`config.mk`:
```
export PLATFORM = sky130hd
export DESIGN_NAME = clock_keeper_with_set_modes
export DESIGN_NICKNAME = d
export VERILOG_FILES = /design/src/cksm_pkg.sv /design/src/cksm_step.sv /design/src/clock_keeper_with_set_modes.sv
export SDC_FILE = /design/constraint.sdc
export NUM_CORES = 1
export LEC_CHECK = 0
export ABC_AREA = 1
export BUFFER_PORTS_ARGS = -buffer_cell sky130_fd_sc_hd__buf_2
export CAP_MARGIN = 20
export CELL_PAD_IN_SITES_DETAIL_PLACEMENT = 0
export CELL_PAD_IN_SITES_GLOBAL_PLACEMENT = 2
export CORE_MARGIN = 2
export CORE_UTILIZATION = 35
export CTS_CLUSTER_DIAMETER = 80
export DETAILED_ROUTE_END_ITERATION = 10
export GPL_TIMING_DRIVEN = 0
export PLACE_DENSITY = 0.82
export SYNTH_ARGS = -nofsm -noshare
export SYNTH_HDL_FRONTEND = slang
export SYNTH_HIERARCHICAL = 1
export SYNTH_SLANG_ARGS = --single-unit
```
`constraint.sdc`:
```
create_clock -name clk -period 4 [get_ports clk]
set_clock_uncertainty 0.2 [all_clocks]
set_input_delay 0.8 -clock clk [delete_from_list [all_inputs] [get_ports clk]]
set_output_delay 0.8 -clock clk [all_outputs]
set_load 0.02 [all_outputs]
```
`src/cksm_pkg.sv`:
```
package cksm_pkg;

	localparam logic [1:0] CMD_TICK   = 2'd0;
	localparam logic [1:0] CMD_ROTARY = 2'd1;
	localparam logic [1:0] CMD_BUTTON = 2'd2;
	localparam logic [1:0] CMD_WRITE  = 2'd3;

	localparam logic [1:0] MODE_NORMAL = 2'd0;
	localparam logic [1:0] MODE_HOUR   = 2'd1;
	localparam logic [1:0] MODE_MINUTE = 2'd2;

	localparam logic [0:0] REG_ROTARY_GUARD = 1'd0;
	localparam logic [0:0] REG_BUTTON_GUARD = 1'd1;

	localparam logic [4:0] HOUR_MAX   = 5'd23;
	localparam logic [5:0] MINUTE_MAX = 6'd59;
	localparam logic [5:0] SECOND_MAX = 6'd59;

	localparam logic [15:0] ROTARY_GUARD_RESET = 16'd150;
	localparam logic [15:0] BUTTON_GUARD_RESET = 16'd200;

	typedef struct packed {
		logic [4:0]  hours;
		logic [5:0]  minutes;
		logic [5:0]  seconds;
		logic [1:0]  mode;
		logic [31:0] rot_stamp;
		logic [31:0] btn_stamp;
	} cksm_state_t;

	typedef struct packed {
		logic [1:0]  cmd;
		logic        phase_b_level;
		logic [31:0] now_ms;
		logic [4:0]  new_hours;
		logic [5:0]  new_minutes;
		logic [5:0]  new_seconds;
	} cksm_item_t;

	typedef struct packed {
		logic commit_time;
		logic event_taken;
	} cksm_flags_t;

endpackage

```
`src/cksm_step.sv`:
```
module cksm_step (
	input  cksm_pkg::cksm_state_t cur,
	input  cksm_pkg::cksm_item_t  item,
	input  logic [15:0]           rotary_guard_ms,
	input  logic [15:0]           button_guard_ms,
	output cksm_pkg::cksm_state_t nxt,
	output cksm_pkg::cksm_flags_t flags
);
	import cksm_pkg::*;

	logic [31:0] rot_diff;
	logic [31:0] btn_diff;
	logic        rot_ok;
	logic        btn_ok;

	// wrap-safe "strictly after stamp + guard"
	assign rot_diff = item.now_ms - cur.rot_stamp - {16'd0, rotary_guard_ms};
	assign btn_diff = item.now_ms - cur.btn_stamp - {16'd0, button_guard_ms};
	assign rot_ok   = (rot_diff != 32'd0) && !rot_diff[31];
	assign btn_ok   = (btn_diff != 32'd0) && !btn_diff[31];

	always_comb begin
		nxt   = cur;
		flags = '0;
		case (item.cmd)
			CMD_TICK: begin
				if (cur.mode == MODE_NORMAL) begin
					if (cur.seconds >= SECOND_MAX) begin
						nxt.seconds = '0;
						if (cur.minutes >= MINUTE_MAX) begin
							nxt.minutes = '0;
							nxt.hours   = (cur.hours >= HOUR_MAX) ? 5'd0 : cur.hours + 5'd1;
						end else begin
							nxt.minutes = cur.minutes + 6'd1;
						end
					end else begin
						nxt.seconds = cur.seconds + 6'd1;
					end
				end
			end
			CMD_ROTARY: begin
				if (rot_ok) begin
					nxt.rot_stamp     = item.now_ms;
					flags.event_taken = 1'b1;
					if (cur.mode == MODE_HOUR) begin
						if (item.phase_b_level)
							nxt.hours = (cur.hours == 5'd0 || cur.hours > HOUR_MAX) ?
								HOUR_MAX : cur.hours - 5'd1;
						else
							nxt.hours = (cur.hours >= HOUR_MAX) ? 5'd0 : cur.hours + 5'd1;
						flags.commit_time = 1'b1;
					end else if (cur.mode == MODE_MINUTE) begin
						if (item.phase_b_level)
							nxt.minutes = (cur.minutes == 6'd0 || cur.minutes > MINUTE_MAX) ?
								MINUTE_MAX : cur.minutes - 6'd1;
						else
							nxt.minutes = (cur.minutes >= MINUTE_MAX) ? 6'd0 : cur.minutes + 6'd1;
						nxt.seconds       = '0;
						flags.commit_time = 1'b1;
					end
				end
			end
			CMD_BUTTON: begin
				if (btn_ok) begin
					nxt.btn_stamp     = item.now_ms;
					flags.event_taken = 1'b1;
					nxt.mode          = (cur.mode >= MODE_MINUTE) ? MODE_NORMAL : cur.mode + 2'd1;
				end
			end
			default: begin
				nxt.hours   = (item.new_hours > HOUR_MAX) ? HOUR_MAX : item.new_hours;
				nxt.minutes = (item.new_minutes > MINUTE_MAX) ? MINUTE_MAX : item.new_minutes;
				nxt.seconds = (item.new_seconds > SECOND_MAX) ? SECOND_MAX : item.new_seconds;
				flags.commit_time = 1'b1;
			end
		endcase
	end

endmodule

```
`src/clock_keeper_with_set_modes.sv`:
```
// Clock keeper with set modes.
// Input stream (s_axis_*): one request per event. tuser carries the event kind
// (tick, rotary step, button press, time write); tdata carries the rotary phase,
// the millisecond timestamp and the time values for a write.
// Output stream (m_axis_*): exactly one result per request, in order: the time and
// mode after the event, a commit flag and a debounce-pass flag.
// Configuration: cfg_we/cfg_index/cfg_data set the rotary and button guard
// windows; write only while no request is in flight.
// A request accepted on s_axis is registered in the input register, and its result
// in the result register. Throughput: one request per cycle unless m_axis stalls.
// The event logic sits between the input register and the result register; the
// time and mode registers update in the same cycle the result is registered.
// Stall: while m_axis_tready is low the result holds, one more request may wait
// in the input register, and s_axis_tready then drops until the result is taken.
// Reset: time 00:00:00, normal mode, stamps zero, guards 150 ms and 200 ms,
// both stream stages empty.
module clock_keeper_with_set_modes (
	input  logic        clk,
	input  logic        arst_n,
	input  logic        s_axis_tvalid,
	output logic        s_axis_tready,
	input  logic [55:0] s_axis_tdata,  // phase_b_level, now_ms[32], new_hours[5],
	                                   // new_minutes[6], new_seconds[6], zero pad
	input  logic [1:0]  s_axis_tuser,  // cmd
	output logic        m_axis_tvalid,
	input  logic        m_axis_tready,
	output logic [23:0] m_axis_tdata,  // hours_now[5], minutes_now[6], seconds_now[6],
	                                   // mode_now[2], commit_time, event_taken, zero pad
	input  logic        cfg_we,
	input  logic [0:0]  cfg_index,
	input  logic [15:0] cfg_data
);
	import cksm_pkg::*;

	logic                  valid_s1;
	cksm_item_t            item_s1;
	logic                  advance;
	cksm_state_t           state_q;
	cksm_state_t           state_nxt;
	cksm_flags_t           flags_nxt;
	logic [15:0]           rot_guard_q;
	logic [15:0]           btn_guard_q;
	logic                  out_valid_q;
	logic [20:0]           out_data_q;

	assign advance       = valid_s1 && (!out_valid_q || m_axis_tready);
	assign s_axis_tready = !valid_s1 || advance;

	always_ff @(posedge clk or negedge arst_n) begin
		if (!arst_n) begin
			valid_s1 <= 1'b0;
		end else if (s_axis_tready) begin
			valid_s1 <= s_axis_tvalid;
		end
	end

	always_ff @(posedge clk) begin
		if (s_axis_tready && s_axis_tvalid) begin
			item_s1.cmd           <= s_axis_tuser;
			item_s1.phase_b_level <= s_axis_tdata[0];
			item_s1.now_ms        <= s_axis_tdata[32:1];
			item_s1.new_hours     <= s_axis_tdata[37:33];
			item_s1.new_minutes   <= s_axis_tdata[43:38];
			item_s1.new_seconds   <= s_axis_tdata[49:44];
		end
	end

	always_ff @(posedge clk or negedge arst_n) begin
		if (!arst_n) begin
			rot_guard_q <= ROTARY_GUARD_RESET;
			btn_guard_q <= BUTTON_GUARD_RESET;
		end else if (cfg_we) begin
			case (cfg_index)
				REG_ROTARY_GUARD: rot_guard_q <= cfg_data;
				REG_BUTTON_GUARD: btn_guard_q <= cfg_data;
				default: ;
			endcase
		end
	end

	cksm_step u_step (
		.cur             (state_q),
		.item            (item_s1),
		.rotary_guard_ms (rot_guard_q),
		.button_guard_ms (btn_guard_q),
		.nxt             (state_nxt),
		.flags           (flags_nxt)
	);

	always_ff @(posedge clk or negedge arst_n) begin
		if (!arst_n) begin
			state_q <= '0;
		end else if (advance) begin
			state_q <= state_nxt;
		end
	end

	always_ff @(posedge clk or negedge arst_n) begin
		if (!arst_n) begin
			out_valid_q <= 1'b0;
		end else if (advance) begin
			out_valid_q <= 1'b1;
		end else if (m_axis_tready) begin
			out_valid_q <= 1'b0;
		end
	end

	always_ff @(posedge clk) begin
		if (advance) begin
			out_data_q <= {flags_nxt.event_taken, flags_nxt.commit_time, state_nxt.mode,
				state_nxt.seconds, state_nxt.minutes, state_nxt.hours};
		end
	end

	assign m_axis_tvalid = out_valid_q;
	assign m_axis_tdata  = {3'd0, out_data_q};

	a_mode_legal: assert property (@(posedge clk) disable iff (!arst_n)
		state_q.mode <= MODE_MINUTE)
		else $error("mode register reached an unused code");

	a_time_legal: assert property (@(posedge clk) disable iff (!arst_n)
		state_q.hours <= HOUR_MAX && state_q.minutes <= MINUTE_MAX &&
		state_q.seconds <= SECOND_MAX)
		else $error("time register out of range");

	a_tick_flags: assert property (@(posedge clk) disable iff (!arst_n)
		(advance && item_s1.cmd == CMD_TICK) |=> (out_data_q[20:19] == 2'b00))
		else $error("second tick raised commit or event flag");

	a_stall_holds: assert property (@(posedge clk) disable iff (!arst_n)
		(out_valid_q && !m_axis_tready) |=> $stable(state_q))
		else $error("state advanced while result stalled");

endmodule
```
* After elaboration in Yosys (flattened, before gate mapping)
Cells that the tools add are included.
Widths: inputs -> output; s select.
** Storage, ports and cells
- Register bits :: 190
- Word-level logic and storage cells :: 94
- Input port bits :: 80
- Output and inout bits :: 26
** Cells by class
- Add/subtract/negate cells :: 10
- Bitwise logic cells :: 1
- Equality and inequality tests :: 4
- Reduce and logical (&&, ||, !) cells :: 24
- Multiplexer cells :: 29
- Magnitude comparators :: 9
** Operator list (count)
- $reduce_bool 32->1 :: 2
- $sub 32x16->32 :: 2
- $sub 32x32->32 :: 2
- $pmux 17 s3 :: 1
- $mux 6 :: 6
- $mux 17 :: 2
- $mux 5 :: 6
- $mux 12 :: 2
- $gt 6x6->1 const B :: 3
- $add 6x1->6 const B :: 2
- $ge 6x6->1 const B :: 2
- $mux 11 :: 1
- $gt 5x5->1 const B :: 2
- $mux 2 :: 4
- $logic_not 6->1 :: 1
- $reduce_and 3->1 :: 2
- $sub 6x1->6 const B :: 1
- $add 5x1->5 const B :: 1
- $ge 5x5->1 const B :: 1
- $logic_not 5->1 :: 1
- $mux 1 :: 5
- $sub 5x1->5 const B :: 1
- $eq 2x1->1 const B :: 2
- $eq 2x2->1 const B :: 2
- 11 further kinds :: 23

* Depth between registers and ports, before layout
- Depth in word-level cells :: 8
- Depth in mapped cells :: 30
- Mapped depth without buffers :: 29

* Hierarchy
The synthesis kept the hierarchy.
** By module, submodules not included
- cksm_step :: instances 1, cells an instance 1668, area each 8795.9 um^2, sequential area each 0.0 um^2
- clock_keeper_with_set_modes :: instances 1, cells an instance 568, area each 6770.2 um^2, sequential area each 5128.7 um^2

* Worst setup path before layout
OpenSTA, ideal clock, no wires.
- Kind :: reg-to-reg
- Start :: register item_s1[17] (netlist bit)
- End :: register out_data_q[3], data pin
- Clock period less this slack :: 3.672 ns
- Data required time :: 3.542 ns
- Stages on the path, launching flop included :: 26
- Setup slack :: 0.328 ns
- Arrival :: 3.214 ns
- Buffers on the path :: 1
- Setup time :: 0.258 ns
- Cell sequence :: edfxtp_1 fa_1 ha_1 inv_1 nand2_1 inv_1 fa_1 inv_1 nand3_1 nand3_1 nand3_1 nand3_1 nand2_1 nand3_1 nand2_1 nor2_1 nand2_1 nor2_1 nand3_4 nand2_4 buf_6 nand2_1 nand3_1 nand2_1 nand2_1 nand2_1
** RTL lines
- start: declaration :: RTL line clock_keeper_with_set_modes.sv:36 : cksm_item_t item_s1;
- end signal: assignment :: RTL line clock_keeper_with_set_modes.sv:110 : out_data_q <= {flags_nxt.event_taken, flags_nxt.commit_time, state_nxt.mode,
- end: declaration :: RTL line clock_keeper_with_set_modes.sv:44 : logic [20:0] out_data_q;

* Worst setup path after layout
- Start :: register item_s1[17] (netlist bit)
- End :: register state_q[10] (netlist bit)
** Between the ends
- Cells in the longest elaborated chain, start to end :: 5
- Elaborated cells on any way between the ends :: 6
- Those cells by class :: add/sub (2); reduce/logical (4)
** RTL lines
- $sub 32x32->32 (*) :: RTL line cksm_step.sv:18 : assign btn_diff = item.now_ms - cur.btn_stamp - {16'd0, button_guard_ms};
- $sub 32x16->32 (*) :: RTL line cksm_step.sv:18
- $reduce_bool 32->1 or $logic_not 1->1 (tied branches) :: RTL line cksm_step.sv:20 : assign btn_ok = (btn_diff != 32'd0) && !btn_diff[31];
- $logic_and 1x1->1 (*) :: RTL line cksm_step.sv:20
- $reduce_and 3->1 (no source line) (*)
- end signal: assignment :: RTL line clock_keeper_with_set_modes.sv:94 : state_q <= state_nxt;
- end: declaration :: RTL line clock_keeper_with_set_modes.sv:38 : cksm_state_t state_q;
Mark *: on every way between the ends. The rest lies on a longest branch, timed or not.
A chain may end at the register's enable or synchronous reset.

==> reports/summary.txt <==
Num CTS Buffers -> 17
Number of core rows -> 77
Post-synthesis mux area share -> 0%
Sink Count -> 190
WL per Instance -> 16.38 um
Final Slew Violations -> 0
Syn avg cell area -> 6.962 um^2
Compound-gate portion of the synthesized area -> 9.597%
Critical Path RT -> 4200 ps
Net Sw Frac -> 51.13%
Fin crit share -> 103.9%
Area growth syn-to-layout -> 22.55%
Worst slew pin tran -> 948.5 ps
Setup ws final -> -154.8 ps
# IOs -> 106
Area of the mapped netlist -> 15,570 um^2
Post-DR vias/cell -> 4.823
Status -> finished, violations left
Die X -> 214.9 um
Post-Synth Simple-Gate Area -> 29.61%
Final ANT Viol Nets -> 0
Clock share of power -> 11.4%
Total wire length -> 49,190 um
Clock Pin Slew Worst Setup and Hold Paths -> 70 ps
Initial core utilization -> 35.35%
Main combinational cell family by area after synthesis -> simple AND/OR/NAND/NOR gates
Drt initial violations -> 917
Initial antenna violation count -> 0
Worst-Skew Late Latency -> 460 ps
Worst Setup End Kind -> register
CTS root buf -> clkbuf_16
Sequential area share after synthesis -> 32.95%
Via count -> 14,480
GRT Total Usage -> 21.34%
CTS tree -> yes
Max Clk Rate -> 240.7 MHz
Die area -> 46,180 um^2
Hold WS -> 47.53 ps
Synthesis Warnings -> 6
Crit path DAT -> 4350 ps
Largest net degree at the start of global routing -> 80
Critical-path maximum fanout -> 7
XOR/XNOR share of the synthesized area -> 2.082%
Number of flops mapped to enable cells by yosys -> 73
Post-DP HPWL -> 39,020 um
Non-Filler Instances -> 3,003
Reg2reg start -> item_s1[17]
Share of cells above drive strength 1 -> 19.99%
Maximum buffer depth of the clock tree -> 2
Grt ovf -> 0
Diodes inserted -> 0
R2R depth -> 25
Final hold violation count -> 0
Hold Buf Count CTS -> 0
Pwr Density -> 821.2 nW/um^2
Tmin final -> 4155 ps
Worst Hold Class -> in -> async
Combinational share of power -> 68.8%
IO buf count -> 96
Kind of critical path -> reg -> reg
RSZ-0062 raised after global routing -> yes
DR DRC count -> 0
Adder-cell share of the synthesized area -> 12.96%
Top cells by area, synth -> dfrtp_1 18%, nand2_1 17%, edfxtp_1 14%, inv_1 10%, ha_1 8.8%
Flops & latches, synth -> 190
Pint -> 7656 uW
Sequential share of power -> 19.8%
FF-to-FF setup slack -> -150 ps
Failing checks -> setup timing
Finish-stage setup viols -> 86
Max VDD drop -> 0.0003492 V
Setup crit start kind -> register
Fillers -> 4,666
Ys flop type -> dfrtp_1
Synth top area share -> 17.68%
Leak Pwr -> 0.009819 uW
Mapped Cells -> 2,236
H-tree depth -> 4
Netlist cell types -> 58
Number of global-route vias before repair -> 13,710
GPL Wtd Cong -> 0.9095
Max-capacitance violation count -> 0
Rel. slew slack -> 36.69%
Placed cell count -> 2,928
Global-route wire length before repair -> 76,690 um
Asr flop ratio synth -> 61.58%
Layout Nets -> 2,620
Psw -> 8009 uW
Die Y -> 214.9 um
Post-synth top area cell -> dfrtp_1
Core region area -> 44,030 um^2
Detailed Routing Iterations Pass 1 -> 5
R2r endpoint -> state_q[10]
==> per-layer routing <==
metal  GRT usage (%)  share of wire (%)
met2           33.99                 46
met4           4.954                1.5
met5               0                  0
met3           2.265                3.5
met1           31.06                 49
==> power by group through the flow <==
stage	clock (uW)	combinational [uW]	sequential, uW
6_report	1780	10800	3100
5_1_grt	1890	12200	3170
4_1_cts	1820	10000	3060
3_5_place_dp	0	9080	3070
3_3_place_gp	0	9040	3060
2_1_floorplan	0	6740	3010
==> how the worst max path moves through the flow <==
stage / depth (start not counted) / to / slack (ps) / startpoint
2_1_floorplan: 25 / out_data_q[3] / 330 / item_s1[17]
3_3_place_gp: 22 / state_q[80] / -570 / item_s1[17]
3_5_place_dp: 22 / state_q[78] / -570 / item_s1[17]
4_1_cts: 23 / state_q[1] / -90 / item_s1[17]
5_1_grt: 23 / state_q[10] / -340 / item_s1[32]
6_report: 25 / state_q[10] / -150 / item_s1[17]
==> cells in the mapped netlist (all sizes together) (2+ instances only) <==
cell type / instances
a21o: 3
or2: 4
clkinv: 3
inv: 426
nand3: 190
nor2: 140
o22ai: 3
nand4: 15
a22oi: 3
o21ai: 155
xor2: 29
edfxtp: 73
dfstp: 7
a221oi: 6
nor3: 20
a21oi: 80
and2: 4
o21bai: 6
xnor2: 8
a31oi: 3
o211ai: 2
fa: 32
a21boi: 2
clkbuf: 15
nand3b: 6
buf: 46
nor4: 3
nand2: 720
dfrtp: 110
ha: 110
==> flip-flops by register name, indices dropped and copies added, names as in the netlist <==
| signal | count |
|---|---|
| state_q | 83 |
| item_s1 | 52 |
| out_data_q | 21 |
| btn_guard_q | 16 |
| rot_guard_q | 16 |
| m_axis_tvalid | 1 |
| valid_s1 | 1 |
==> cell type report <==
type                       instances  area, um^2  area share (%)
timing repair buffer             140        1119           5.863
clock inverter                    13       153.9          0.8067
multi-input combinational       1558        9379           49.16
sequential                       190        5129           26.88
clock buffer                      19       432.9           2.269
buffer                            61       484.2           2.538
inverter                         429        1623           8.507
timing repair inverter             1       16.27         0.08526
tap                              592       740.7           3.883
==> kinds of logic after synthesis <==
kind of cell | Yosys count
flip-flops | 190
AND/OR/NAND/NOR | 1104
buffers and inverters | 490
AO/OA/AOI/OAI | 272
adder cells (fa/ha/maj) | 142
other | 1
XOR/XNOR | 37
==> worst max-delay path, stage by stage, from the launching register on <==
cell	delay [ps]
edfxtp_1	440
buf_6	160
fa_1	500
inv_1	80
ha_2	180
nor2_4	40
fa_2	370
o21ai_2	200
nand2_1	90
nand2_2	110
nand3_2	90
nand2_4	110
xnor2_2	110
nand2_1	60
nor2_1	100
nand3_1	120
nor2_4	150
nand3_2	110
nand3_4	180
buf_4	160
buf_6	90
clkbuf_16	140
nand2_2	40
o21ai_1	60
nand3_1	100
nand2_1	100
==> layout by cell type, fill, tap and decap left out, drive strengths merged, types with 2 or more instances in the layout <==
| cell type | n |
|---|---|
| nand2 | 720 |
| inv | 431 |
| nand3 | 190 |
| buf | 180 |
| o21ai | 155 |
| nor2 | 140 |
| dfrtp | 110 |
| ha | 110 |
| a21oi | 80 |
| edfxtp | 73 |
| clkbuf | 40 |
| fa | 32 |
| xor2 | 29 |
| nor3 | 20 |
| nand4 | 15 |
| clkinv | 9 |
| xnor2 | 8 |
| dfstp | 7 |
| o21bai | 6 |
| a221oi | 6 |
| nand3b | 6 |
| and2 | 4 |
| or2 | 4 |
| conb | 3 |
| a31oi | 3 |
| a22oi | 3 |
| o22ai | 3 |
| a21o | 3 |
| nor4 | 3 |
| bufinv | 2 |
| o211ai | 2 |
| a21boi | 2 |
==> what timing repair did <==
| item | 4_1_cts | 5_1_grt |
|---|---|---|
| resized for setup | 159 | 180 |
| buffers inserted | 19 | 14 |
| endpoints found under the setup margin | 104 | 104 |
| pin swaps | 60 | 68 |
| gates cloned | 4 | 6 |
==> metrics by stage <==
stage	TNS [ps]	cell area [um^2]	setup WS (ps)	utilization, %	power [uW]
after global routing	-24550	19080	-337.2	43.33	17310
after CTS	-2718	18250	-89.09	41.45	14880
final	-5191	19080	-154.8	43.33	15670
after detailed placement	-44860	16850	-574.6	38.27	12150
after floorplan	0	15570	327.9	-	9747
after global placement	-43480	16790	-571.3	38.15	12100
(Power assumes the default switching activity.)
